<file path="src/design/lnq_pkg.sv">
`timescale 1ns / 1ps
// Shared types and constants for the lattice neighbor query block.
// Used by every module of the block; depends on nothing.
package lnq_pkg;

    localparam int MAX_EXTENT = 1024;
    localparam int EXT_W      = 11;
    localparam int SITE_W     = 20;
    localparam int POS_W      = $clog2(MAX_EXTENT);
    localparam int TOT_W      = 2 * EXT_W;
    localparam int NBR_MAX    = 4;
    localparam int NBR_IW     = $clog2(NBR_MAX);
    localparam int FIFO_DEPTH = 16;
    localparam int FIFO_AW    = $clog2(FIFO_DEPTH);

    typedef enum logic [1:0] {
        CFG_IS_CHAIN = 2'd0,
        CFG_EXTENT_X = 2'd1,
        CFG_EXTENT_Y = 2'd2,
        CFG_WRAP     = 2'd3
    } t_cfg_reg;

    localparam logic OP_LIST = 1'b0;
    localparam logic OP_TEST = 1'b1;

    localparam logic [1:0] ST_OK     = 2'd0;
    localparam logic [1:0] ST_RANGE  = 2'd1;
    localparam logic [1:0] ST_CONFIG = 2'd2;

    typedef struct packed {
        logic              opcode;
        logic [SITE_W-1:0] site_a;
        logic [SITE_W-1:0] site_b;
    } t_cmd;

    typedef struct packed {
        logic [SITE_W-1:0] neighbor_site;
        logic              neighbor_present;
        logic              is_adjacent;
        logic [1:0]        status;
        logic              last;
    } t_result;

    typedef struct packed {
        logic              is_chain;
        logic [EXT_W-1:0]  extent_x;
        logic [EXT_W-1:0]  extent_y;
        logic              wrap;
        logic [TOT_W-1:0]  total;
        logic [SITE_W-1:0] top_off;
        logic              ok;
    } t_lat_cfg;

    typedef struct packed {
        logic              opcode;
        logic [SITE_W-1:0] site_a;
        logic [SITE_W-1:0] site_b;
        logic [1:0]        status;
        logic [POS_W-1:0]  col;
        logic [POS_W-1:0]  row;
    } t_work;

endpackage

</file>
<file path="src/design/lattice_neighbor_query.sv">
`timescale 1ns / 1ps
// Top level of the lattice neighbor query block: configuration registers and
// the front end, work queue and back end. Depends on lnq_pkg and submodules.
//
// Usage: configure through the write channel (i_cfg_valid, o_cfg_ready,
// i_cfg_index, i_cfg_data), index 0 chain select, 1 extent x, 2 extent y,
// 3 periodic edges. o_cfg_ready is always high. The user must make writes
// only while idle; the block does not enforce this. A command beat (i_cmd) is
// taken at a clock edge with start high and busy low. busy rises for one cycle
// after a configuration write while the site count is recomputed, and while
// the work queue and divider hold 16 items. Each command gives one to four
// result beats on o_result, each valid for a single cycle with o_result_valid;
// the last beat of a command has last set. A command passes through the
// eleven-stage front pipeline with its ten-step column and row divider, the
// work queue and the back end. Throughput: one command per cycle into the
// front end while busy is low; the back end emits one result per cycle, one
// to four results for each command.
// Reset clears the configuration to a 4 by 4 open square lattice and drops
// all items in flight. The receiver cannot stall results.
module lattice_neighbor_query (
    input  logic                      i_clk,
    input  logic                      i_rst_n,
    input  logic                      start,
    output logic                      busy,
    input  lnq_pkg::t_cmd             i_cmd,
    input  logic                      i_cfg_valid,
    output logic                      o_cfg_ready,
    input  logic [1:0]                i_cfg_index,
    input  logic [lnq_pkg::EXT_W-1:0] i_cfg_data,
    output logic                      o_result_valid,
    output lnq_pkg::t_result          o_result
);

    logic                       r_is_chain;
    logic [lnq_pkg::EXT_W-1:0]  r_extent_x;
    logic [lnq_pkg::EXT_W-1:0]  r_extent_y;
    logic                       r_wrap;
    logic [lnq_pkg::TOT_W-1:0]  r_total;
    logic [lnq_pkg::SITE_W-1:0] r_top_off;
    logic                       r_ok;
    logic                       r_cfg_hold;
    logic [lnq_pkg::TOT_W-1:0]  n_total;
    logic [lnq_pkg::EXT_W-1:0]  lim;
    logic                       n_ok;
    logic                       cfg_wr;
    logic                       accept;
    logic                       full;
    logic                       push;
    logic                       pop;
    logic                       empty;
    lnq_pkg::t_work             work;
    lnq_pkg::t_work             head;
    lnq_pkg::t_lat_cfg          cfg;

    assign o_cfg_ready = 1'b1;
    assign cfg_wr      = i_cfg_valid && o_cfg_ready;

    always_ff @(posedge i_clk) begin
        if (!i_rst_n) begin
            r_is_chain <= 1'b0;
            r_extent_x <= lnq_pkg::EXT_W'(4);
            r_extent_y <= lnq_pkg::EXT_W'(4);
            r_wrap     <= 1'b0;
            r_cfg_hold <= 1'b1;
        end else begin
            r_cfg_hold <= cfg_wr;
            if (cfg_wr) begin
                unique case (lnq_pkg::t_cfg_reg'(i_cfg_index))
                    lnq_pkg::CFG_IS_CHAIN: r_is_chain <= i_cfg_data[0];
                    lnq_pkg::CFG_EXTENT_X: r_extent_x <= i_cfg_data;
                    lnq_pkg::CFG_EXTENT_Y: r_extent_y <= i_cfg_data;
                    lnq_pkg::CFG_WRAP:     r_wrap     <= i_cfg_data[0];
                    default: ;
                endcase
            end
        end
    end

    always_comb begin
        lim     = r_wrap ? lnq_pkg::EXT_W'(3) : lnq_pkg::EXT_W'(1);
        n_total = r_is_chain ? lnq_pkg::TOT_W'(r_extent_x) : r_extent_x * r_extent_y;
        n_ok    = (r_extent_x >= lim) &&
                  (r_extent_x <= lnq_pkg::EXT_W'(lnq_pkg::MAX_EXTENT)) &&
                  (r_is_chain ||
                   ((r_extent_y >= lim) &&
                    (r_extent_y <= lnq_pkg::EXT_W'(lnq_pkg::MAX_EXTENT))));
    end

    always_ff @(posedge i_clk) begin
        r_total   <= n_total;
        r_top_off <= lnq_pkg::SITE_W'(n_total - lnq_pkg::TOT_W'(r_extent_x));
        r_ok      <= n_ok;
    end

    always_comb begin
        cfg.is_chain = r_is_chain;
        cfg.extent_x = r_extent_x;
        cfg.extent_y = r_extent_y;
        cfg.wrap     = r_wrap;
        cfg.total    = r_total;
        cfg.top_off  = r_top_off;
        cfg.ok       = r_ok;
    end

    assign busy   = full || r_cfg_hold;
    assign accept = start && !busy;

    lnq_front u_front (
        .i_clk   (i_clk),
        .i_rst_n (i_rst_n),
        .i_accept(accept),
        .i_cmd   (i_cmd),
        .i_cfg   (cfg),
        .i_pop   (pop),
        .o_full  (full),
        .o_push  (push),
        .o_work  (work)
    );

    lnq_fifo u_fifo (
        .i_clk   (i_clk),
        .i_rst_n (i_rst_n),
        .i_push  (push),
        .i_work  (work),
        .i_pop   (pop),
        .o_empty (empty),
        .o_head  (head)
    );

    lnq_back u_back (
        .i_clk          (i_clk),
        .i_rst_n        (i_rst_n),
        .i_cfg          (cfg),
        .i_empty        (empty),
        .i_head         (head),
        .o_pop          (pop),
        .o_result_valid (o_result_valid),
        .o_result       (o_result)
    );

endmodule

</file>
<file path="src/design/lnq_front.sv">
`timescale 1ns / 1ps
// Front end: accepts commands, checks configuration and range, and splits
// the site into column and row in a pipelined divider. Depends on lnq_pkg.
module lnq_front (
    input  logic              i_clk,
    input  logic              i_rst_n,
    input  logic              i_accept,
    input  lnq_pkg::t_cmd     i_cmd,
    input  lnq_pkg::t_lat_cfg i_cfg,
    input  logic              i_pop,
    output logic              o_full,
    output logic              o_push,
    output lnq_pkg::t_work    o_work
);

    typedef struct packed {
        logic                       valid;
        logic                       opcode;
        logic [lnq_pkg::SITE_W-1:0] site_a;
        logic [lnq_pkg::SITE_W-1:0] site_b;
        logic [1:0]                 status;
        logic [lnq_pkg::SITE_W-1:0] rem;
        logic [lnq_pkg::POS_W-1:0]  quo;
    } t_div_stage;

    t_div_stage r_st [lnq_pkg::POS_W+1];
    t_div_stage n_st [lnq_pkg::POS_W+1];
    logic [lnq_pkg::SITE_W:0]  dv [lnq_pkg::POS_W];
    logic [lnq_pkg::FIFO_AW:0] r_credit;
    logic [lnq_pkg::FIFO_AW:0] n_credit;
    logic [1:0]                status;

    always_comb begin
        if (!i_cfg.ok) begin
            status = lnq_pkg::ST_CONFIG;
        end else if ((lnq_pkg::TOT_W'(i_cmd.site_a) >= i_cfg.total) ||
                     ((i_cmd.opcode == lnq_pkg::OP_TEST) &&
                      (lnq_pkg::TOT_W'(i_cmd.site_b) >= i_cfg.total))) begin
            status = lnq_pkg::ST_RANGE;
        end else begin
            status = lnq_pkg::ST_OK;
        end
    end

    always_comb begin
        n_st[0].valid  = i_accept;
        n_st[0].opcode = i_cmd.opcode;
        n_st[0].site_a = i_cmd.site_a;
        n_st[0].site_b = i_cmd.site_b;
        n_st[0].status = status;
        n_st[0].rem    = i_cmd.site_a;
        n_st[0].quo    = '0;
        for (int i = 0; i < lnq_pkg::POS_W; i++) begin
            dv[i]     = (lnq_pkg::SITE_W+1)'(i_cfg.extent_x) << (lnq_pkg::POS_W - 1 - i);
            n_st[i+1] = r_st[i];
            if ({1'b0, r_st[i].rem} >= dv[i]) begin
                n_st[i+1].rem = lnq_pkg::SITE_W'({1'b0, r_st[i].rem} - dv[i]);
                n_st[i+1].quo[lnq_pkg::POS_W-1-i] = 1'b1;
            end
        end
    end

    always_ff @(posedge i_clk) begin
        for (int i = 0; i <= lnq_pkg::POS_W; i++) begin
            if (!i_rst_n) begin
                r_st[i] <= '0;
            end else begin
                r_st[i] <= n_st[i];
            end
        end
    end

    always_comb begin
        n_credit = r_credit;
        if (i_accept && !i_pop) begin
            n_credit = r_credit + 1'b1;
        end else if (!i_accept && i_pop) begin
            n_credit = r_credit - 1'b1;
        end
    end

    always_ff @(posedge i_clk) begin
        if (!i_rst_n) begin
            r_credit <= '0;
        end else begin
            r_credit <= n_credit;
        end
    end

    assign o_full        = (r_credit == (lnq_pkg::FIFO_AW+1)'(lnq_pkg::FIFO_DEPTH));
    assign o_push        = r_st[lnq_pkg::POS_W].valid;
    assign o_work.opcode = r_st[lnq_pkg::POS_W].opcode;
    assign o_work.site_a = r_st[lnq_pkg::POS_W].site_a;
    assign o_work.site_b = r_st[lnq_pkg::POS_W].site_b;
    assign o_work.status = r_st[lnq_pkg::POS_W].status;
    assign o_work.col    = r_st[lnq_pkg::POS_W].rem[lnq_pkg::POS_W-1:0];
    assign o_work.row    = r_st[lnq_pkg::POS_W].quo;

endmodule

</file>
<file path="src/design/lnq_fifo.sv">
`timescale 1ns / 1ps
// Work queue between the front end and the back end.
// Depends on lnq_pkg for the entry type and depth.
module lnq_fifo (
    input  logic           i_clk,
    input  logic           i_rst_n,
    input  logic           i_push,
    input  lnq_pkg::t_work i_work,
    input  logic           i_pop,
    output logic           o_empty,
    output lnq_pkg::t_work o_head
);

    lnq_pkg::t_work              r_mem [lnq_pkg::FIFO_DEPTH];
    logic [lnq_pkg::FIFO_AW-1:0] r_wr_ptr;
    logic [lnq_pkg::FIFO_AW-1:0] r_rd_ptr;
    logic [lnq_pkg::FIFO_AW:0]   r_count;

    always_ff @(posedge i_clk) begin
        if (i_push) begin
            r_mem[r_wr_ptr] <= i_work;
        end
    end

    always_ff @(posedge i_clk) begin
        if (!i_rst_n) begin
            r_wr_ptr <= '0;
            r_rd_ptr <= '0;
            r_count  <= '0;
        end else begin
            if (i_push) begin
                r_wr_ptr <= r_wr_ptr + 1'b1;
            end
            if (i_pop) begin
                r_rd_ptr <= r_rd_ptr + 1'b1;
            end
            if (i_push && !i_pop) begin
                r_count <= r_count + 1'b1;
            end else if (!i_push && i_pop) begin
                r_count <= r_count - 1'b1;
            end
        end
    end

    assign o_empty = (r_count == '0);
    assign o_head  = r_mem[r_rd_ptr];

endmodule

</file>
<file path="src/design/lnq_back.sv">
`timescale 1ns / 1ps
// Back end: forms the neighbor candidates, sorts them in a three-level
// network, and emits one result per cycle. Depends on lnq_pkg.
module lnq_back (
    input  logic              i_clk,
    input  logic              i_rst_n,
    input  lnq_pkg::t_lat_cfg i_cfg,
    input  logic              i_empty,
    input  lnq_pkg::t_work    i_head,
    output logic              o_pop,
    output logic              o_result_valid,
    output lnq_pkg::t_result  o_result
);

    typedef struct packed {
        logic                                             valid;
        logic                                             opcode;
        logic [lnq_pkg::SITE_W-1:0]                       site_b;
        logic [1:0]                                       status;
        logic                                             adj;
        logic [lnq_pkg::NBR_MAX-1:0][lnq_pkg::SITE_W:0]   key;
    } t_bstage;

    logic                       adv;
    logic                       r_s1_valid;
    lnq_pkg::t_work             r_s1;
    t_bstage                    r_s2, r_s3, r_s4, r_s5;
    t_bstage                    n_s2, n_s3, n_s4, n_s5;
    logic [lnq_pkg::SITE_W-1:0] s;
    logic [lnq_pkg::EXT_W-1:0]  col_nx, row_nx;
    logic [lnq_pkg::SITE_W-1:0] w;

    logic                       r_em_valid;
    logic [lnq_pkg::NBR_IW-1:0] r_em_idx, r_em_last;
    lnq_pkg::t_result           r_em_res [lnq_pkg::NBR_MAX];
    lnq_pkg::t_result           n_em_res [lnq_pkg::NBR_MAX];
    logic [lnq_pkg::NBR_IW-1:0] n_em_last;
    logic [lnq_pkg::NBR_IW:0]   cnt;
    logic                       r_out_valid;
    lnq_pkg::t_result           r_out;

    assign adv   = !r_em_valid || (r_em_idx == r_em_last);
    assign o_pop = adv && !i_empty;

    // Candidate neighbors; an absent one gets its top key bit set.
    always_comb begin
        s      = r_s1.site_a;
        w      = lnq_pkg::SITE_W'(i_cfg.extent_x);
        col_nx = lnq_pkg::EXT_W'(r_s1.col) + 1'b1;
        row_nx = lnq_pkg::EXT_W'(r_s1.row) + 1'b1;
        n_s2.valid  = r_s1_valid;
        n_s2.opcode = r_s1.opcode;
        n_s2.site_b = r_s1.site_b;
        n_s2.status = r_s1.status;
        n_s2.adj    = 1'b0;
        n_s2.key    = {lnq_pkg::NBR_MAX{1'b1, {lnq_pkg::SITE_W{1'b0}}}};
        if (r_s1.col != '0) begin
            n_s2.key[0] = {1'b0, s - 1'b1};
        end else if (i_cfg.wrap) begin
            n_s2.key[0] = {1'b0, s + w - 1'b1};
        end
        if (col_nx < i_cfg.extent_x) begin
            n_s2.key[1] = {1'b0, s + 1'b1};
        end else if (i_cfg.wrap) begin
            n_s2.key[1] = {1'b0, s - (w - 1'b1)};
        end
        if (!i_cfg.is_chain) begin
            if (r_s1.row != '0) begin
                n_s2.key[2] = {1'b0, s - w};
            end else if (i_cfg.wrap) begin
                n_s2.key[2] = {1'b0, s + i_cfg.top_off};
            end
            if (row_nx < i_cfg.extent_y) begin
                n_s2.key[3] = {1'b0, s + w};
            end else if (i_cfg.wrap) begin
                n_s2.key[3] = {1'b0, lnq_pkg::SITE_W'(r_s1.col)};
            end
        end
    end

    always_comb begin
        n_s3     = r_s2;
        n_s3.adj = 1'b0;
        for (int k = 0; k < lnq_pkg::NBR_MAX; k++) begin
            if (!r_s2.key[k][lnq_pkg::SITE_W] &&
                (r_s2.key[k][lnq_pkg::SITE_W-1:0] == r_s2.site_b)) begin
                n_s3.adj = 1'b1;
            end
        end
        if (r_s2.key[0] > r_s2.key[1]) begin
            n_s3.key[0] = r_s2.key[1];
            n_s3.key[1] = r_s2.key[0];
        end
        if (r_s2.key[2] > r_s2.key[3]) begin
            n_s3.key[2] = r_s2.key[3];
            n_s3.key[3] = r_s2.key[2];
        end
    end

    always_comb begin
        n_s4 = r_s3;
        if (r_s3.key[0] > r_s3.key[2]) begin
            n_s4.key[0] = r_s3.key[2];
            n_s4.key[2] = r_s3.key[0];
        end
        if (r_s3.key[1] > r_s3.key[3]) begin
            n_s4.key[1] = r_s3.key[3];
            n_s4.key[3] = r_s3.key[1];
        end
    end

    always_comb begin
        n_s5 = r_s4;
        if (r_s4.key[1] > r_s4.key[2]) begin
            n_s5.key[1] = r_s4.key[2];
            n_s5.key[2] = r_s4.key[1];
        end
    end

    always_ff @(posedge i_clk) begin
        if (!i_rst_n) begin
            r_s1_valid <= 1'b0;
            r_s2       <= '0;
            r_s3       <= '0;
            r_s4       <= '0;
            r_s5       <= '0;
        end else if (adv) begin
            r_s1       <= i_head;
            r_s1_valid <= !i_empty;
            r_s2       <= n_s2;
            r_s3       <= n_s3;
            r_s4       <= n_s4;
            r_s5       <= n_s5;
        end
    end

    always_comb begin
        cnt = '0;
        for (int k = 0; k < lnq_pkg::NBR_MAX; k++) begin
            cnt = cnt + (lnq_pkg::NBR_IW+1)'(!r_s5.key[k][lnq_pkg::SITE_W]);
        end
        for (int k = 0; k < lnq_pkg::NBR_MAX; k++) begin
            n_em_res[k] = '0;
        end
        n_em_res[0].last = 1'b1;
        n_em_last        = '0;
        if (r_s5.status != lnq_pkg::ST_OK) begin
            n_em_res[0].status = r_s5.status;
        end else if (r_s5.opcode == lnq_pkg::OP_TEST) begin
            n_em_res[0].is_adjacent = r_s5.adj;
        end else if (cnt != '0) begin
            n_em_last = lnq_pkg::NBR_IW'(cnt - 1'b1);
            for (int k = 0; k < lnq_pkg::NBR_MAX; k++) begin
                n_em_res[k].neighbor_site    = r_s5.key[k][lnq_pkg::SITE_W-1:0];
                n_em_res[k].neighbor_present = 1'b1;
                n_em_res[k].last = ((lnq_pkg::NBR_IW+1)'(k) == cnt - 1'b1);
            end
        end
    end

    always_ff @(posedge i_clk) begin
        if (!i_rst_n) begin
            r_em_valid  <= 1'b0;
            r_em_idx    <= '0;
            r_out_valid <= 1'b0;
        end else begin
            r_out_valid <= r_em_valid;
            if (adv) begin
                r_em_valid <= r_s5.valid;
                r_em_idx   <= '0;
            end else begin
                r_em_idx <= r_em_idx + 1'b1;
            end
        end
    end

    always_ff @(posedge i_clk) begin
        r_out <= r_em_res[r_em_idx];
        if (adv) begin
            r_em_res  <= n_em_res;
            r_em_last <= n_em_last;
        end
    end

    assign o_result_valid = r_out_valid;
    assign o_result       = r_out;

endmodule

</file>
<file path="config.mk">
export PLATFORM = sky130hd
export DESIGN_NAME = lattice_neighbor_query
export DESIGN_NICKNAME = d
export VERILOG_FILES = /design/src/design/lnq_pkg.sv /design/src/design/lattice_neighbor_query.sv /design/src/design/lnq_front.sv /design/src/design/lnq_fifo.sv /design/src/design/lnq_back.sv
export SDC_FILE = /design/constraint.sdc
export NUM_CORES = 2
export LEC_CHECK = 0
export BUFFER_PORTS_ARGS = -buffer_cell sky130_fd_sc_hd__buf_2
export CORE_ASPECT_RATIO = 1.25
export CORE_MARGIN = 5
export CORE_UTILIZATION = 68
export CTS_CLUSTER_DIAMETER = 40
export DETAILED_ROUTE_END_ITERATION = 10
export HOLD_SLACK_MARGIN = 0.15
export PLACE_DENSITY_LB_ADDON = 0.08
export REMOVE_ABC_BUFFERS = 1
export SETUP_SLACK_MARGIN = 0.02
export SLEW_MARGIN = 20
export SYNTH_ARGS = -nofsm -noshare
export SYNTH_HDL_FRONTEND = slang
export SYNTH_HIERARCHICAL = 1
export SYNTH_SLANG_ARGS = --single-unit
</file>
<file path="constraint.sdc">
create_clock -name i_clk -period 10.7 [get_ports i_clk]
set_input_delay 2.14 -clock i_clk [delete_from_list [all_inputs] [get_ports i_clk]]
set_output_delay 2.14 -clock i_clk [all_outputs]
set_load 0.02 [all_outputs]
</file>
==> flow_summary.toml <==
[yosys]
synth-seq-cells = 2340
ys_async_sr_fraction = 0
ys.flop_type = "dfxtp_1"
yosysUniqueCellTypes = 114
synth-edff-count = 1161
yosysSeqAreaShare = 0.580
synth_cells = 7937
syn_area_per_cell_um2 = 12.7
synth_top_area_frac = 0.346
yosysTopAreaCell = "edfxtp_1"
yosys_warnings = 6
synth_area_leaders = "edfxtp_1 (35%), dfxtp_1 (23%), mux4_2 (6.1%)"
synth_most_common_cell = "dfxtp_1"
synth_commonest_cells = "dfxtp_1 (1179), edfxtp_1 (1161), and2_1 (691), nand2_1 (518), ha_1 (438)"
syn-cell-area_um2 = 101000

[power_and_ir_drop]
leakage_nw = 43.1
peakVddDrop_mv = 0.617
power_mw = 29.4
powerDensity_nw_per_um2 = 265

[setup_path]
reg2reg_setup_slack_ns = 3.91
required_ns = 11.42
crit_path_start_kind = "flip-flop"
path_class = "flip-flop to flip-flop"
path_max_fanout = 20
cp_slowest_cell = "dfxtp_1"
cpPeakStageDelay_ns = 0.93
end_kind = "flip-flop"
critPathBufInv = 3
cp_top_family = "adder cells"
critPathArrivalTime_ns = 7.51
cp_common_cell = "fa_1"
worstPathCellList = "nand2_1 -> fa_1 -> fa_1 -> fa_1 -> inv_1 -> fa_1 -> inv_1 -> fa_1 -> inv_1 -> ha_1 -> nand2_1 -> o211ai_1 -> a21oi_1 -> xor2_1 -> o21ai_0 -> ha_1 -> nor3_1 -> nand4_1 -> or4_1 -> xnor2_1"

[detailed_routing]
drc = 0
num_vias = 64500
wl_mm = 271
wl_per_cell_um = 26.9
first_iter_violations = 6321
ant_nets = 0
via_per_inst = 6.42
firstDrtPassIters = 6

[timing]
maxSlewViolCount = 0
setup_viol = 0
fmax_ghz = 0.147
period_share = 0.635
hold_ws_ns = 0.352
max_slew_margin = 0.268
fin_skew_ns = 0.0681
period_needed_ns = 6.79
hold_violations = 0
tightest_slew_ns = 1.08
rsz0062_at_grt = "no"

[floorplanning]
rows = 158
core_area_um2 = 148000
dieHeight_um = 441
io_pins = 86
start_util = 0.682
die-area_um2 = 156000
die_w_um = 354

[global_route]
grt_pass1_vias = 65700
grt_max_degree = 176
grt_usage = 0.346
grt_pass1_wl_mm = 406
antenna_found_initial = 11
grt.overflow.total = 0

[cts]
cts_tree = "built"
clock-root-buffer = "clkbuf_16"
post-cts-setup-buffer-count = 0
holdBufCountCts = 0
cts_max_level = 4
cts.reportedPaths.clkPinSlew_ns = 0.06
clock_latency_ns = 0.90
post_cts_resized = 0
cts_buffers = 226
clkSinkCount = 2340
cts_buffer_depth = 3

[layout]
fill_cells = 9147
area_growth_pct = 9.83
fin_nets = 8514
fin_cells = 10100
finalInstanceArea_um2 = 111000
drive_above_1_share = 0.114

[placement]
placed_area_um2 = 103000
hpwl_mm = 172
gp_congestion = 0.971
placedCellCount = 9612
place.port_buffers = 84

[min_path]
min_path_type = "flip-flop to flip-flop"

[flow_run]
cap_violations = 0

[run_status]
status = "finished clean"
==> final cells by class <==
class                           instances  area, um2  share of cell area
Clock inverter                        148       1870              0.0169
Timing Repair Buffer                  161       1050             0.00944
Inverter                              389       1470              0.0133
Tap cell                             1920       2400              0.0217
Antenna cell                            4       10.0           0.0000904
Sequential cell                      2340      58500               0.528
Multi-Input combinational cell       4802      39300               0.355
Clock buffer                          286       6190              0.0559
==> worst paths after layout <==
kind	start	cells after the start	end
setup / recovery	r_extent_x[5]	20	r_top_off[17]
setup reg to reg	r_extent_x[5]	20	r_top_off[17]
hold reg to reg	u_back/r_em_res[4]	0	u_back/o_result[4]
hold / removal	u_back/r_em_res[4]	0	u_back/o_result[4]
==> logic make-up after synthesis <==
logic type | Yosys count | synth area share
compound gates | 1314 | 0.0908
xor+xnor | 328 | 0.0286
fa+ha+maj | 536 | 0.0738
buf+inv | 795 | 0.0319
flops | 2340 | 0.580
mux | 482 | 0.0819
other cells | 1 | 0.0000372
simple gates | 2141 | 0.113
==> report_power, final <==
group	internal, mW	total (mW)	leakage (nW)	switching [mW]
registers	10.5	11.6	21.2	1.15
clock network	4.74	8.41	3.92	3.67
logic	3.88	9.38	17.9	5.50
total	19.1	29.4	43.1	10.3
==> registers in the layout, indices dropped and copies added, names as in the netlist, 5 cells and up, named ones only <==
name and cells:
u_back/r_s2 84, u_back/n_s5 47, u_back/r_s3 84, u_back/s 20, u_back/r_s5 89, r_top_off 20
u_fifo/r_count 5, u_back/n_s2 23, u_front/r_st 684, r_extent_y 11, u_back/o_result 25, u_back/r_em_res 88
u_back/r_s1 20, u_back/r_s4 42, u_back/n_s4 5, u_front/r_credit 5, u_back/n_s3 24, u_fifo/r_mem 1008
r_total 22, r_extent_x 11
==> worst reg2reg max path: stages, from the launching register on <==
cell and delay [ns]:
dfxtp_1 0.93, nand2_1 0.19, fa_1 0.65, fa_1 0.47, fa_1 0.50, inv_1 0.06, fa_1 0.54, inv_1 0.06
fa_1 0.53, inv_1 0.07, ha_1 0.40, nand2_1 0.11, o211ai_1 0.14, a21oi_1 0.19, xor2_1 0.15, o21ai_0 0.13
ha_1 0.24, nor3_1 0.41, nand4_1 0.28, or4_1 0.49, xnor2_1 0.15
==> through the flow <==
| step | TNS, ns | utilization | setup WS, ns |
|---|---|---|---|
| global placement | 0 | 0.695 | 4.00 |
| CTS | 0 | 0.749 | 3.90 |
| detailed placement | 0 | 0.695 | 3.94 |
| global route | 0 | 0.749 | 3.55 |
| floorplan | -730.76 | - | -3.21 |
| finish | 0 | 0.749 | 3.91 |
==> routing by layer <==
metal  global-route usage  up-vias  wire length [um]
met2                0.601     2966            137000
li1                     -    28900                 -
met1                0.407    31900             95800
met3               0.0565      706             19400
met4                0.210        4             18900
met5                    0        -                28
==> cell usage in the layout, fill, tap and decap left out, types with 173 or more instances in the layout <==
| cell | synthesis | final |
|---|---|---|
| xnor2_1 | 173 | 173 |
| o21ai_0 | 219 | 217 |
| clkbuf_16 | 0 | 232 |
| ha_1 | 438 | 438 |
| nand2_1 | 518 | 515 |
| a21oi_1 | 207 | 207 |
| mux4_2 | 273 | 273 |
| nor2_1 | 271 | 270 |
| inv_1 | 388 | 386 |
| dfxtp_1 | 1179 | 1174 |
| edfxtp_1 | 1161 | 1161 |
| mux2i_1 | 202 | 202 |
| and2_1 | 691 | 673 |
Power figures use the tool's default switching activity.
